**src/rtl/stt_pkg.sv**
```systemverilog
package stt_pkg;

	localparam int FRAC_BITS = 24;
	localparam int COUNT_W   = 16;

	localparam logic signed [31:0] Q_MAX = 32'sh7fffffff;
	localparam logic signed [31:0] Q_MIN = 32'sh80000000;

	localparam longint ONE_RAW = longint'(1) << FRAC_BITS;
	localparam longint K98_RAW = ONE_RAW * 98 / 10;

	localparam logic signed [31:0] K_05 = 32'(ONE_RAW * 5 / 10);
	localparam logic signed [31:0] K_02 = 32'(ONE_RAW * 2 / 10);
	localparam logic signed [31:0] K_08 = 32'(ONE_RAW * 8 / 10);
	localparam logic signed [31:0] K_09 = 32'(ONE_RAW * 9 / 10);
	localparam logic signed [31:0] K_01 = 32'(ONE_RAW * 1 / 10);
	localparam logic signed [31:0] K_10 = 32'(ONE_RAW);
	localparam logic signed [31:0] K_98 = (K98_RAW > longint'(2147483647)) ? Q_MAX : 32'(K98_RAW);
	localparam logic signed [31:0] K_13 = 32'(ONE_RAW * 33333333 / 100000000);
	localparam logic signed [31:0] K_23 = 32'(ONE_RAW * 66666667 / 100000000);

	localparam logic [2:0] REG_BASE   = 3'd0;
	localparam logic [2:0] REG_EXT_UP = 3'd1;
	localparam logic [2:0] REG_EXT_DN = 3'd2;
	localparam logic [2:0] REG_P2M    = 3'd3;
	localparam logic [2:0] REG_F2T    = 3'd4;
	localparam logic [2:0] REG_PERIOD = 3'd5;
	localparam logic [2:0] REG_NOMASS = 3'd6;

	typedef struct packed {
		logic               start;
		logic signed [31:0] num;
		logic signed [31:0] den;
	} div_req_t;

	typedef struct packed {
		logic               busy;
		logic               done;
		logic signed [31:0] quot;
	} div_rsp_t;

	function automatic logic signed [31:0] add_sat(input logic signed [31:0] a,
		input logic signed [31:0] b);
		logic [32:0] s;
		s = {a[31], a} + {b[31], b};
		if (s[32] != s[31]) return s[32] ? Q_MIN : Q_MAX;
		return s[31:0];
	endfunction

	function automatic logic signed [31:0] sub_sat(input logic signed [31:0] a,
		input logic signed [31:0] b);
		logic [32:0] s;
		s = {a[31], a} - {b[31], b};
		if (s[32] != s[31]) return s[32] ? Q_MIN : Q_MAX;
		return s[31:0];
	endfunction

endpackage

```
**src/rtl/stt_mul.sv**
```systemverilog
module stt_mul (
	input  logic               clk,
	input  logic signed [31:0] a,
	input  logic signed [31:0] b,
	output logic signed [31:0] res
);
	import stt_pkg::*;

	logic signed [63:0] prod_q;
	logic signed [63:0] shifted;

	always_ff @(posedge clk) begin
		prod_q <= a * b;
	end

	always_comb begin
		shifted = prod_q >>> FRAC_BITS;
		if (shifted > 64'sd2147483647) res = Q_MAX;
		else if (shifted < -64'sd2147483648) res = Q_MIN;
		else res = shifted[31:0];
	end

endmodule

```
**config.mk**
```make
export PLATFORM = sky130hd
export DESIGN_NAME = stt_mul
export DESIGN_NICKNAME = d
export VERILOG_FILES = /design/src/rtl/stt_pkg.sv /design/src/rtl/stt_mul.sv
export SDC_FILE = /design/constraint.sdc
export NUM_CORES = 2
export LEC_CHECK = 0
export BUFFER_PORTS_ARGS = -buffer_cell sky130_fd_sc_hd__clkbuf_2
export CAP_MARGIN = 20
export CORE_ASPECT_RATIO = 0.6
export CORE_UTILIZATION = 46
export CTS_BUF_LIST = sky130_fd_sc_hd__clkbuf_2 sky130_fd_sc_hd__clkbuf_4 sky130_fd_sc_hd__clkbuf_8
export CTS_CLUSTER_DIAMETER = 80
export CTS_CLUSTER_SIZE = 16
export DETAILED_ROUTE_END_ITERATION = 12
export PLACE_DENSITY = 0.64
export SYNTH_ARGS = -nofsm -noshare
export SYNTH_HDL_FRONTEND = slang
export SYNTH_SLANG_ARGS = --single-unit
```
**constraint.sdc**
```tcl
create_clock -name clk -period 11.3 [get_ports clk]
set_input_delay 0.565 -clock clk [delete_from_list [all_inputs] [get_ports clk]]
set_output_delay 0.565 -clock clk [all_outputs]
set_load 0.05 [all_outputs]
```
# ---- Word-level counts from Yosys, hierarchy flattened
# Index checks and enable logic that the tools add are counted.
dict set report totals {
  inputBits 65
  word_cells 6
  ff_bits 64
  out_inout_bits 32
}
dict set report classes {
  n_lt_le_gt_ge 2
  n_mux 2
  n_mul 1
}
# op n
set ops {}
lappend ops {{32-bit by 32-bit multiplier with 64-bit output} 1}
lappend ops {{32-bit 2-to-1 mux} 2}
lappend ops {{40-bit by 32-bit > comparator with 1-bit output, second input constant} 1}
lappend ops {{40-bit by 32-bit < comparator with 1-bit output, second input constant} 1}

# ---- Longest topological paths before layout
dict set report depth {
  ltp_word 3
  ltp_mapped 29
  mapped_depth_nobuf 27
}

# ---- Least setup slack after synthesis
# OpenSTA, ideal clock, no wires.
dict set report synth_path {
  kind {input to register}
  from {input a[31]}
  to {register prod_q[60]}
  arrival_time_ns 7.702
  path_buffers 1
  required_time_ns 11.228
  cell_stages 28
  setup_slack_ns 3.526
  cell_sequence {clkbuf_1 nand2_1 inv_1 fa_1 inv_1 fa_1 inv_1 fa_1 fa_1 inv_1 fa_1 inv_1 fa_1 inv_1 fa_1 fa_1 inv_1 ha_1 a21o_1 a21o_1 a21oi_1 nor2b_1 o21a_1 o21a_1 o21ai_0 nand2b_1 a31oi_1 xnor2_1}
}
dict set report synth_via {
  elab_chain_cells 1
}
# element line_no
set synth_lines {}
lappend synth_lines {{start, declared} stt_mul.sv:3} ;# input logic signed [31:0] a,
lappend synth_lines {{32-bit by 32-bit multiplier with 64-bit output} stt_mul.sv:13} ;# prod_q <= a * b;
lappend synth_lines {{end signal, assigned} stt_mul.sv:13}
lappend synth_lines {{end, declared} stt_mul.sv:9} ;# logic signed [63:0] prod_q;
# Every way passes these cells.

# ---- Worst setup path in the final report
dict set report layout_path {
  from {input b[8]}
  to {register prod_q[63]}
}
dict set report layout_via {
  elab_chain_cells 1
}
# element line_no
set layout_lines {}
lappend layout_lines {{start, declared} stt_mul.sv:4} ;# input logic signed [31:0] b,
lappend layout_lines {{32-bit by 32-bit multiplier with 64-bit output} stt_mul.sv:13}
# Every way passes these cells.

==> results.toml <==
[global_routing]
busiest_layer = "met1"
grt_pass1_wl_um = 175000
grt_util_met2 = 0.346
grt_max_degree = 33
grt_pass1_vias = 27300
use_met3 = 0.151
grtUsageTotal = 0.291
grt.overflow.total = 0
antenna_found_initial = 3
met1_usage = 0.467

[critical_path]
critical-path-slowest-cell = "fa_1"
critPathKind = "primary input to flip-flop"
critPathLaunchType = "primary input"
slowest_delay_ps = 890
crit_top_cell = "fa_1"
worst_ep_arrival_time_ps = 9040
endpoint_kind = "flip-flop"
cp.required_ps = 11520
cp_max_fo = 32
crit_path_start = "b[8]"

[logic_synthesis]
yosys_warnings = 0
synth_top_area_share = 0.591
syn_area_per_cell_um2 = 9.48
synth-seq-cells = 40
synth_area_um2 = 36600
synth_ff_type = "dfxtp_1"
synth_largest_area_cell = "fa_1"
netlist_top_cells_count = "fa_1, inv_1, and2_1"
ys_types = 55
yosys-top-cells-area = "fa_1, inv_1, and2_1"
yosysSeqAreaShare = 0.0219
synthCells = 3863
yosysMostFrequentCell = "fa_1"
ys_async_sr_fraction = 0
syn_nets = 5189
synth_edf_count = 0

[clock_tree]
cts.clk_slew.worst_paths_ps = 70
cts_setup_buffers = 0
cts_buffer_depth = 2
cts_hold_buf = 0
cts_resized = 0
root_buffer = "clkbuf_8"
clkSinkCount = 40
htree_levels = 2
cts_tree = "done"
cts_buffers = 5

[route]
first_iter_violations = 2639
num_vias = 25600
postRouteAntennaNets = 0
drt-total-wl_um = 111000
route.detailed.drc = 0
via_per_inst = 5.29
wl_per_cell_um = 22.8
dr.pass1.iters = 6

[sta]
hold_viol = 0
timing.fmax_mhz = 113
finalMaxSlewViolations = 0
period_minus_slack_ps = 8820
layout_setup_ws_ps = 2480
tns_ps = 0
setup_viol = 0
maxSlewHeadroom = 0.233
rsz0062_at_grt = "no"
tightest_slew_ps = 1150
fin_crit_sh = 0.781

[floorplan]
num_rows = 79
ios = 97
initial_core_util = 0.469
die_x_um = 366
die_h_um = 221
core_um2 = 78200
die_area_um2 = 80800

[place]
place.gp.congestion = 0.930
pre_cts_ws_ps = 2230
hpwl_um = 87600
portBuffers = 96

[cells_and_area]
reg_top3 = "prod_q: 40 flops"
area.growth.synth_to_final_pct = 3.88
largest_register_ffs = 40
regMostFlops = "prod_q"
layout-drive-gt1-share = 0.0393
nNetsFinal = 5119

[min_path]
min-delay-start = "prod_q[63]"
whs_path_depth = 1
hold_path_class = "flip-flop to output pin"

[status]
status = "finished clean"

[job]
drv_cap = 0
[kinds of logic (layout without fill, tap and decap cells)]
group	after synthesis	after routing	synth area share
fa+ha+maj	1261	1261	0.652
buf+inv	1170	1101	0.120
simple gates	1139	1139	0.156
compound gates	201	201	0.0372
xor+xnor	52	52	0.0124
flops	40	40	0.0219
other cells	0	1	0
[metrics by stage]
| step | hold slack, ps | cells | instance area (um2) | util |
|---|---|---|---|---|
| 6_report | 1450 | 4848 | 38100 | 0.487 |
| 5_1_grt | 1490 | 4847 | 38100 | 0.487 |
| 4_1_cts | 1480 | 4847 | 38100 | 0.487 |
| 3_5_place_dp | 1150 | 4839 | 37900 | 0.485 |
| 3_3_place_gp | 1160 | 4838 | 37900 | 0.485 |
| 2_1_floorplan | 1140 | 3863 | 36600 | - |
[layout make-up]
type / instances / area (um2)
timing repair buffer: 133 / 778
clock inverter: 2 / 35.0
tap: 1053 / 1320
inverter: 960 / 3600
fill: 7269 / 40100
antenna: 1 / 2.50
clock buffer: 6 / 76.3
multi-input combinational: 2653 / 31400
sequential: 40 / 801
[path summary, 6_finish.rpt]
kind         end  slack, ps
max   prod_q[63]       2480
min      res[31]       1450
[critical path, delay by kind of cell]
kind	cells	cell delay (ps)
XOR/XNOR	1	140
buffers and inverters	7	1610
adder cells (fa/ha/maj)	9	5020
AND/OR/NAND/NOR	2	450
AO/OA/AOI/OAI	6	1230
[cell usage in the layout (no fill, tap or decap), types with 4 or more instances in the layout]
cell	synthesis	layout
a211oi_1	6	6
a21boi_0	5	5
a21o_1	58	58
a21oi_1	39	38
a221oi_1	4	4
a31oi_1	5	5
and2_1	520	520
and3_1	5	5
buf_4	0	36
clkbuf_2	1	96
clkbuf_8	0	5
dfxtp_1	40	40
fa_1	1081	1081
ha_1	180	180
inv_1	960	960
nand2_1	503	503
nand2b_1	13	13
nand3_1	10	10
nand4_1	12	12
nor2_1	51	51
nor2b_1	4	4
nor3_1	7	7
nor4_1	5	5
o211ai_1	5	5
o21a_1	9	9
o21ai_0	30	29
o21ai_1	8	8
o21bai_1	9	9
xnor2_1	32	32
xor2_1	20	20
[metal layers]
layer  vias to the layer above  wire length, um  share of wire
li1                      10800                -              -
met1                     13200            52300           0.47
met2                      1557            37900           0.34
met3                        63            19600           0.18
met4                         4              714         0.0065
met5                         -              100        0.00090
Power is not shown: default switching activity piles up to over one toggle a cycle in this logic, so the estimate is an artifact.
