$ cat config.mk
export PLATFORM = sky130hd
export DESIGN_NAME = stt_div
export DESIGN_NICKNAME = d
export VERILOG_FILES = /design/src/rtl/stt_pkg.sv /design/src/rtl/stt_div.sv
export SDC_FILE = /design/constraint.sdc
export NUM_CORES = 1
export LEC_CHECK = 0
export BUFFER_PORTS_ARGS = -buffer_cell sky130_fd_sc_hd__buf_4
export CORE_MARGIN = 10
export CORE_UTILIZATION = 54
export CTS_CLUSTER_DIAMETER = 30
export DETAILED_ROUTE_END_ITERATION = 7
export PLACE_DENSITY = 0.82
export SETUP_SLACK_MARGIN = 0.3
export SLEW_MARGIN = 25
export SYNTH_ARGS = -nofsm -noshare
export SYNTH_HDL_FRONTEND = slang
export SYNTH_SLANG_ARGS = --single-unit
$ cat constraint.sdc
create_clock -name clk -period 9.1 [get_ports clk]
set_input_delay 0.455 -clock clk [delete_from_list [all_inputs] [get_ports clk]]
set_output_delay 0.455 -clock clk [all_outputs]
set_load 0.03 [all_outputs]
$ cat src/rtl/stt_pkg.sv
package stt_pkg;

	localparam int FRAC_BITS = 24;
	localparam int COUNT_W   = 16;

	localparam logic signed [31:0] Q_MAX = 32'sh7fffffff;
	localparam logic signed [31:0] Q_MIN = 32'sh80000000;

	localparam longint ONE_RAW = longint'(1) << FRAC_BITS;
	localparam longint K98_RAW = ONE_RAW * 98 / 10;

	localparam logic signed [31:0] K_05 = 32'(ONE_RAW * 5 / 10);
	localparam logic signed [31:0] K_02 = 32'(ONE_RAW * 2 / 10);
	localparam logic signed [31:0] K_08 = 32'(ONE_RAW * 8 / 10);
	localparam logic signed [31:0] K_09 = 32'(ONE_RAW * 9 / 10);
	localparam logic signed [31:0] K_01 = 32'(ONE_RAW * 1 / 10);
	localparam logic signed [31:0] K_10 = 32'(ONE_RAW);
	localparam logic signed [31:0] K_98 = (K98_RAW > longint'(2147483647)) ? Q_MAX : 32'(K98_RAW);
	localparam logic signed [31:0] K_13 = 32'(ONE_RAW * 33333333 / 100000000);
	localparam logic signed [31:0] K_23 = 32'(ONE_RAW * 66666667 / 100000000);

	localparam logic [2:0] REG_BASE   = 3'd0;
	localparam logic [2:0] REG_EXT_UP = 3'd1;
	localparam logic [2:0] REG_EXT_DN = 3'd2;
	localparam logic [2:0] REG_P2M    = 3'd3;
	localparam logic [2:0] REG_F2T    = 3'd4;
	localparam logic [2:0] REG_PERIOD = 3'd5;
	localparam logic [2:0] REG_NOMASS = 3'd6;

	typedef struct packed {
		logic               start;
		logic signed [31:0] num;
		logic signed [31:0] den;
	} div_req_t;

	typedef struct packed {
		logic               busy;
		logic               done;
		logic signed [31:0] quot;
	} div_rsp_t;

	function automatic logic signed [31:0] add_sat(input logic signed [31:0] a,
		input logic signed [31:0] b);
		logic [32:0] s;
		s = {a[31], a} + {b[31], b};
		if (s[32] != s[31]) return s[32] ? Q_MIN : Q_MAX;
		return s[31:0];
	endfunction

	function automatic logic signed [31:0] sub_sat(input logic signed [31:0] a,
		input logic signed [31:0] b);
		logic [32:0] s;
		s = {a[31], a} - {b[31], b};
		if (s[32] != s[31]) return s[32] ? Q_MIN : Q_MAX;
		return s[31:0];
	endfunction

endpackage

$ cat src/rtl/stt_div.sv
module stt_div (
	input  logic              clk,
	input  logic              arst_n,
	input  stt_pkg::div_req_t req,
	output stt_pkg::div_rsp_t rsp
);
	import stt_pkg::*;

	typedef enum logic [1:0] {D_IDLE, D_RUN, D_FIN} dstate_t;

	dstate_t            state_q;
	logic [31:0]        rem_q;
	logic [31:0]        low_q;
	logic [31:0]        quot_q;
	logic [31:0]        mb_q;
	logic [4:0]         cnt_q;
	logic               neg_q;
	logic               done_q;
	logic signed [31:0] q_q;

	logic [31:0] ma;
	logic [31:0] mb;
	logic [63:0] nwide;
	logic [32:0] trial;
	logic        qbit;

	always_comb begin
		ma    = req.num[31] ? 32'(~req.num + 32'd1) : 32'(req.num);
		mb    = req.den[31] ? 32'(~req.den + 32'd1) : 32'(req.den);
		nwide = {32'd0, ma} << FRAC_BITS;
		trial = {rem_q, low_q[31]};
		qbit  = trial >= {1'b0, mb_q};
	end

	always_ff @(posedge clk or negedge arst_n) begin
		if (!arst_n) begin
			state_q <= D_IDLE;
			done_q  <= 1'b0;
		end else begin
			done_q <= 1'b0;
			unique case (state_q)
				D_IDLE: begin
					if (req.start) begin
						neg_q <= req.num[31] ^ req.den[31];
						mb_q  <= mb;
						if (req.den == 32'sd0) begin
							q_q    <= req.num[31] ? Q_MIN : Q_MAX;
							done_q <= 1'b1;
						end else if (nwide[63:32] >= mb) begin
							q_q    <= (req.num[31] ^ req.den[31]) ? Q_MIN : Q_MAX;
							done_q <= 1'b1;
						end else begin
							rem_q   <= nwide[63:32];
							low_q   <= nwide[31:0];
							quot_q  <= 32'd0;
							cnt_q   <= 5'd0;
							state_q <= D_RUN;
						end
					end
				end
				D_RUN: begin
					rem_q  <= qbit ? 32'(trial - {1'b0, mb_q}) : trial[31:0];
					quot_q <= {quot_q[30:0], qbit};
					low_q  <= {low_q[30:0], 1'b0};
					cnt_q  <= cnt_q + 5'd1;
					if (cnt_q == 5'd31) state_q <= D_FIN;
				end
				D_FIN: begin
					if (neg_q) q_q <= (quot_q > 32'h80000000) ? Q_MIN : 32'(~quot_q + 32'd1);
					else q_q <= quot_q[31] ? Q_MAX : quot_q;
					done_q  <= 1'b1;
					state_q <= D_IDLE;
				end
				default: state_q <= D_IDLE;
			endcase
		end
	end

	assign rsp.busy = state_q != D_IDLE;
	assign rsp.done = done_q;
	assign rsp.quot = q_q;

endmodule

**After elaboration in Yosys (flattened, before gate mapping)**

Index checks and enable logic that the tools add are counted.

- Add/sub/neg operators: 5
- $lt $le $gt $ge: 3
- Equal/unequal tests: 8
- Multiplexer cells: 37
- Bitwise logic cells: 4
- Reductions and logical operators: 9

Operator list:

| cell | number |
|---|---|
| two-way mux 32 bit | 19 |
| case mux 32 bit (2 select lines) | 4 |
| adder 32 x 1 -> 32 bit (second input constant) | 3 |
| NOT 32 bit | 3 |
| >= comparator 33 x 32 -> 1 bit | 1 |
| >= comparator 24 x 32 -> 1 bit | 1 |
| > comparator 32 bit (second input constant) | 1 |
| logical NOT 32 bit | 1 |
| subtractor 32 bit | 1 |
| two-way mux 31 bit | 1 |
| two-way mux 5 bit | 3 |
| case mux 5 bit (2 select lines) | 1 |
| two-way mux 2 bit | 4 |
| != test 2 bit (second input constant) | 4 |
| AND reduction 4 bit | 2 |
| nonzero test 2 bit | 3 |
| adder 5 x 1 -> 5 bit (second input constant) | 1 |
| equality test 5 bit (second input constant) | 1 |
| AND reduction 5 bit | 1 |
| case mux 2 bit (2 select lines) | 1 |
| two-way mux 1 bit | 3 |
| != test 3 bit (second input constant) | 1 |
| AND reduction 3 bit | 1 |
| equality test 2 x 1 -> 1 bit (second input constant) | 1 |
| 4 further kinds | 4 |

- Register bits after elaboration: 169
- Input bits: 67
- Output and inout port bits: 34
- Logic and storage cells: 75

**Depth between registers and ports, before layout**

- Depth after elaboration: 8
- Gate-level depth with buffers: 18
- Gate-level depth less buffers: 18

**Least setup slack after synthesis**

No wires, ideal clock.

- Path type: input -> register
- Start: in req[33] (netlist name)
- End: reg cnt_q[0], enable pin
- Setup time: 0.729 ns
- Arrival time: 12.142 ns
- Data required time: 8.371 ns
- Slack: -3.771 ns
- Cell stages on the path: 16
- Buffers on the path: 0
- Path through: or4_1 -> or4_4 -> or3_4 -> or3_4 -> nand2b_4 -> o31ai_1 -> xnor2_1 -> ha_1 -> a21o_1 -> a21o_1 -> a211oi_1 -> o21bai_1 -> a21o_1 -> a221oi_1 -> o41ai_2 -> nor4b_1

- Cells in the longest elaborated chain, start to end: 6

Ends and longest elaborated chain:

| what | line | source |
|---|---|---|
| from (decl) | stt_div.sv:4 | `input stt_pkg::div_req_t req,` |
| NOT 32 bit | stt_div.sv:28 | `ma = req.num[31] ? 32'(~req.num + 32'd1) : 32'(req.num);` |
| adder 32 x 1 -> 32 bit | stt_div.sv:28 |  |
| two-way mux 32 bit | stt_div.sv:28 |  |
| >= comparator 24 x 32 -> 1 bit | stt_div.sv:49 | `end else if (nwide[63:32] >= mb) begin` |
| != test 2 bit (no line) | n/a |  |
| AND reduction 5 bit (no line) | n/a |  |
| to (signal assigned) | stt_div.sv:65 | `cnt_q <= cnt_q + 5'd1;` |
| to (decl) | stt_div.sv:16 | `logic [4:0] cnt_q;` |

No other way between the ends.
A chain may end at the register's enable or synchronous reset.

**Final worst setup path**

- Start: in req[33] (netlist name)
- End: reg rem_q[25], enable pin

- Cells in the longest elaborated chain, start to end: 6

Ends and longest elaborated chain:

| what | line | source |
|---|---|---|
| NOT 32 bit | stt_div.sv:28 |  |
| adder 32 x 1 -> 32 bit | stt_div.sv:28 |  |
| two-way mux 32 bit | stt_div.sv:28 |  |
| >= comparator 24 x 32 -> 1 bit | stt_div.sv:49 |  |
| != test 2 bit (no line) | n/a |  |
| AND reduction 5 bit (no line) | n/a |  |
| to (signal assigned) | stt_div.sv:53 | `rem_q <= nwide[63:32];` |
| to (signal assigned) | stt_div.sv:62 | `rem_q <= qbit ? 32'(trial - {1'b0, mb_q}) : trial[31:0];` |
| to (decl) | stt_div.sv:12 | `logic [31:0] rem_q;` |

No other way between the ends.

==> flow_metrics.tcl <==
set metrics [dict create \
    fmax_mhz 177 \
    hold_viol_final 0 \
    syn-cell-area_sq_um 10400 \
    synth_ff_type "edfxtp_1" \
    drt-total-wl_microns 26100 \
    syn_avg_cell_area_sq_um 9.52 \
    ys_seq_area_frac 0.417 \
    nets 1307 \
    power_leakage_nw 4.79 \
    required_ns 9.16 \
    die_w_microns 159 \
    grt_pass1_wl_microns 43000 \
    dr.pass1.iters 6 \
    fin_setup_tns_ns 0 \
    nFillCells 1505 \
    synth_fp_nets 1221 \
    regArea_sq_um 4340 \
    ys_types 74 \
    worst_pin_slew_ns 1.01 \
    antenna_found_initial 0 \
    dp_hpwl_microns 18900 \
    cts_buffers 17 \
    multi_input_area_sq_um 5600 \
    holdBufCountCts 1 \
    cts.sinks 145 \
    dp.cells 1417 \
    overflow 0 \
    cts_tree "yes" \
    via_per_inst 5.97 \
    die_h_microns 159 \
    drive_gt1_frac 0.147 \
    insertion_delay_ns 0.43 \
    start_util 0.552 \
    min_path_type "input port to register" \
    crit_type "input port to register" \
    irDropWorstVdd_mv 0.164 \
    row_count 50 \
    ant_nets 0 \
    synth-async-reset-ratio 0.0207 \
    portBuffers 100 \
    yosys_warnings 0 \
    arrival_ns 5.70 \
    worstPathMaxFanout 48 \
    synthCells 1092 \
    ys_seq_elements 145 \
    coreArea_sq_um 18800 \
    num_antenna_cells 0 \
    drc 0 \
    start_kind "input port" \
    dp_worst_setup_slack_ns 3.06 \
    rsz0062_at_grt "false" \
    cap_violations 0 \
    final_util 0.634 \
    grt_pass1_vias 8633 \
    vias 8664 \
    final_common_cell "edfxtp_1" \
    status "complete, no violations" \
    p_per_area_nw_per_um2 283 \
    cts_buffer_depth 2 \
    wl_per_cell_microns 18.0 \
    layout_min_cycle_time_ns 5.65 \
    cts_setup_buffers 0 \
    post-route-period-util 0.621 \
    synth_edf_count 142 \
    relSlewSlack 0.328 \
    mostFrequentLayoutCells "edfxtp_1, buf_4, nor2_1, o21ai_0, a21oi_1" \
    cts-resized-gates 0 \
    fin_worst_skew_ns 0.00993 \
    slew_violations 0 \
    instances_no_fill 1451 \
    die_area_sq_um 25200 \
    num_io_pins 101 \
    setup_ws_ns 3.45 \
    setup_viol 0 \
    grt_max_degree 71 \
    cp-end-kind "register" \
    cts_max_level 4 \
    cts_root_buf "clkbuf_16" \
    syn2layout_area_growth_pct 14.9 \
    clk_pin_slew_ns 0.06 \
    grt_usage 0.202 \
    drt-initial-drc-count 723 \
    routabilityCongestion 0.876 \
    fin_hold_ws_ns 0.252 \
]
[critical path, stage by stage]
cell      delay, ns
buf_4          0.12
or4_1          0.52
or4_4          0.45
or3_4          0.38
or3_4          0.41
nand2b_4       0.16
o31ai_1        0.26
xnor2_1        0.18
ha_1           0.28
a21o_1         0.19
a21o_1         0.17
a211oi_1       0.23
o21bai_1       0.10
a21o_1         0.17
a221oi_1       0.51
o41ai_2        0.22
nor4b_4        0.26
buf_4          0.61
[cell usage after synthesis, drive strengths merged (3+ instances only)]
library cell  instances  area share
o21ai                84       0.040
o211ai               11      0.0079
a21boi                3      0.0022
inv                  77       0.028
mux2i                27       0.026
or4                  14       0.011
nand4                 9      0.0054
o22ai                 3      0.0018
a21oi                81       0.039
o41ai                10       0.011
a31oi                14      0.0084
clkbuf               40       0.015
buf                   3      0.0014
o31ai                15       0.011
and3                  5      0.0030
ha                   61       0.073
nand3b                7      0.0051
edfxtp              142        0.41
nor2b                11      0.0066
or2                   3      0.0018
nand2b               15       0.010
and2                 31       0.019
a211oi                5      0.0036
or3                  17       0.011
nand2                76       0.027
nor4                  6      0.0042
a21o                 17       0.012
nor2                 89       0.032
o22a                  3      0.0025
o21bai                8      0.0058
nor3b                 8      0.0058
mux2                 11       0.012
xnor2                56       0.047
o21a                  7      0.0051
xor2                 36       0.030
nand3                18      0.0087
nor3                 36       0.017
dfrtp                 3      0.0072
[registers in the layout, indices dropped and copies added, names as in the netlist]
signal and flops:
done_q 1, rem_q 32, cnt_q 5, state_q 2, low_q 8, q_q 32
neg_q 1, mb_q 32, quot_q 32
[metrics by stage]
step	total power, mW	area (sq um)
floorplan	2.32	10400
finish	3.38	11900
CTS	3.36	11900
global placement	2.62	11400
global route	3.62	11900
detailed placement	2.68	11400
[power breakdown]
part | total (mW) | switching, mW | leakage, nW | internal (mW)
Clock | 0.660 | 0.303 | 0.272 | 0.357
Sequential | 1.14 | 0.132 | 1.38 | 1.01
Combinational | 1.58 | 0.902 | 3.14 | 0.680
[cells by family (layout without fill, tap and decap cells)]
family / after synthesis / after routing / synth area share
buf+inv: 121 / 220 / 0.0465
xor+xnor: 92 / 92 / 0.0775
simple gates: 352 / 352 / 0.175
flops: 145 / 145 / 0.417
compound gates: 282 / 282 / 0.170
mux: 38 / 38 / 0.0379
fa+ha+maj: 62 / 62 / 0.0754
[cell type report]
cell class	instances	share of cell area
clock buffers	17	0.0356
inverters	77	0.0242
repair buffers	111	0.0703
flip-flops and latches	145	0.363
well taps	260	0.0272
multi-input cells	826	0.469
clock inverters	15	0.0105
[worst paths after layout]
| check | from | endpoint | slack, ns | cells past startpoint |
|---|---|---|---|---|
| min reg2reg | low_q[27]$_DFFE_PP_ | low_q[28]$_DFFE_PP_ | 0.52 | 2 |
| max reg2reg | mb_q[1]$_DFFE_PP_ | rem_q[21]$_DFFE_PP_ | 5.09 | 12 |
| max | req[33] | rem_q[25]$_SDFFCE_PN0P_ | 3.45 | 18 |
| min | req[0] | mb_q[0]$_DFFE_PP_ | 0.25 | 1 |
| min in group asynchronous | arst_n | done_q$_DFF_PN0_ | 0.37 | 2 |
| max in group asynchronous | arst_n | state_q[0]$_DFFE_PN0P_ | 8.61 | 2 |
[routing by layer]
| metal | routed length, microns | global-route usage | up-vias |
|---|---|---|---|
| met1 | 10800 | 0.246 | 4090 |
| met2 | 12700 | 0.339 | 348 |
| met3 | 1870 | 0.0429 | 58 |
| met5 | 0 | 0 | - |
| met4 | 740 | 0.0812 | 0 |
| li1 | - | - | 4168 |
(Power assumes the default switching activity.)
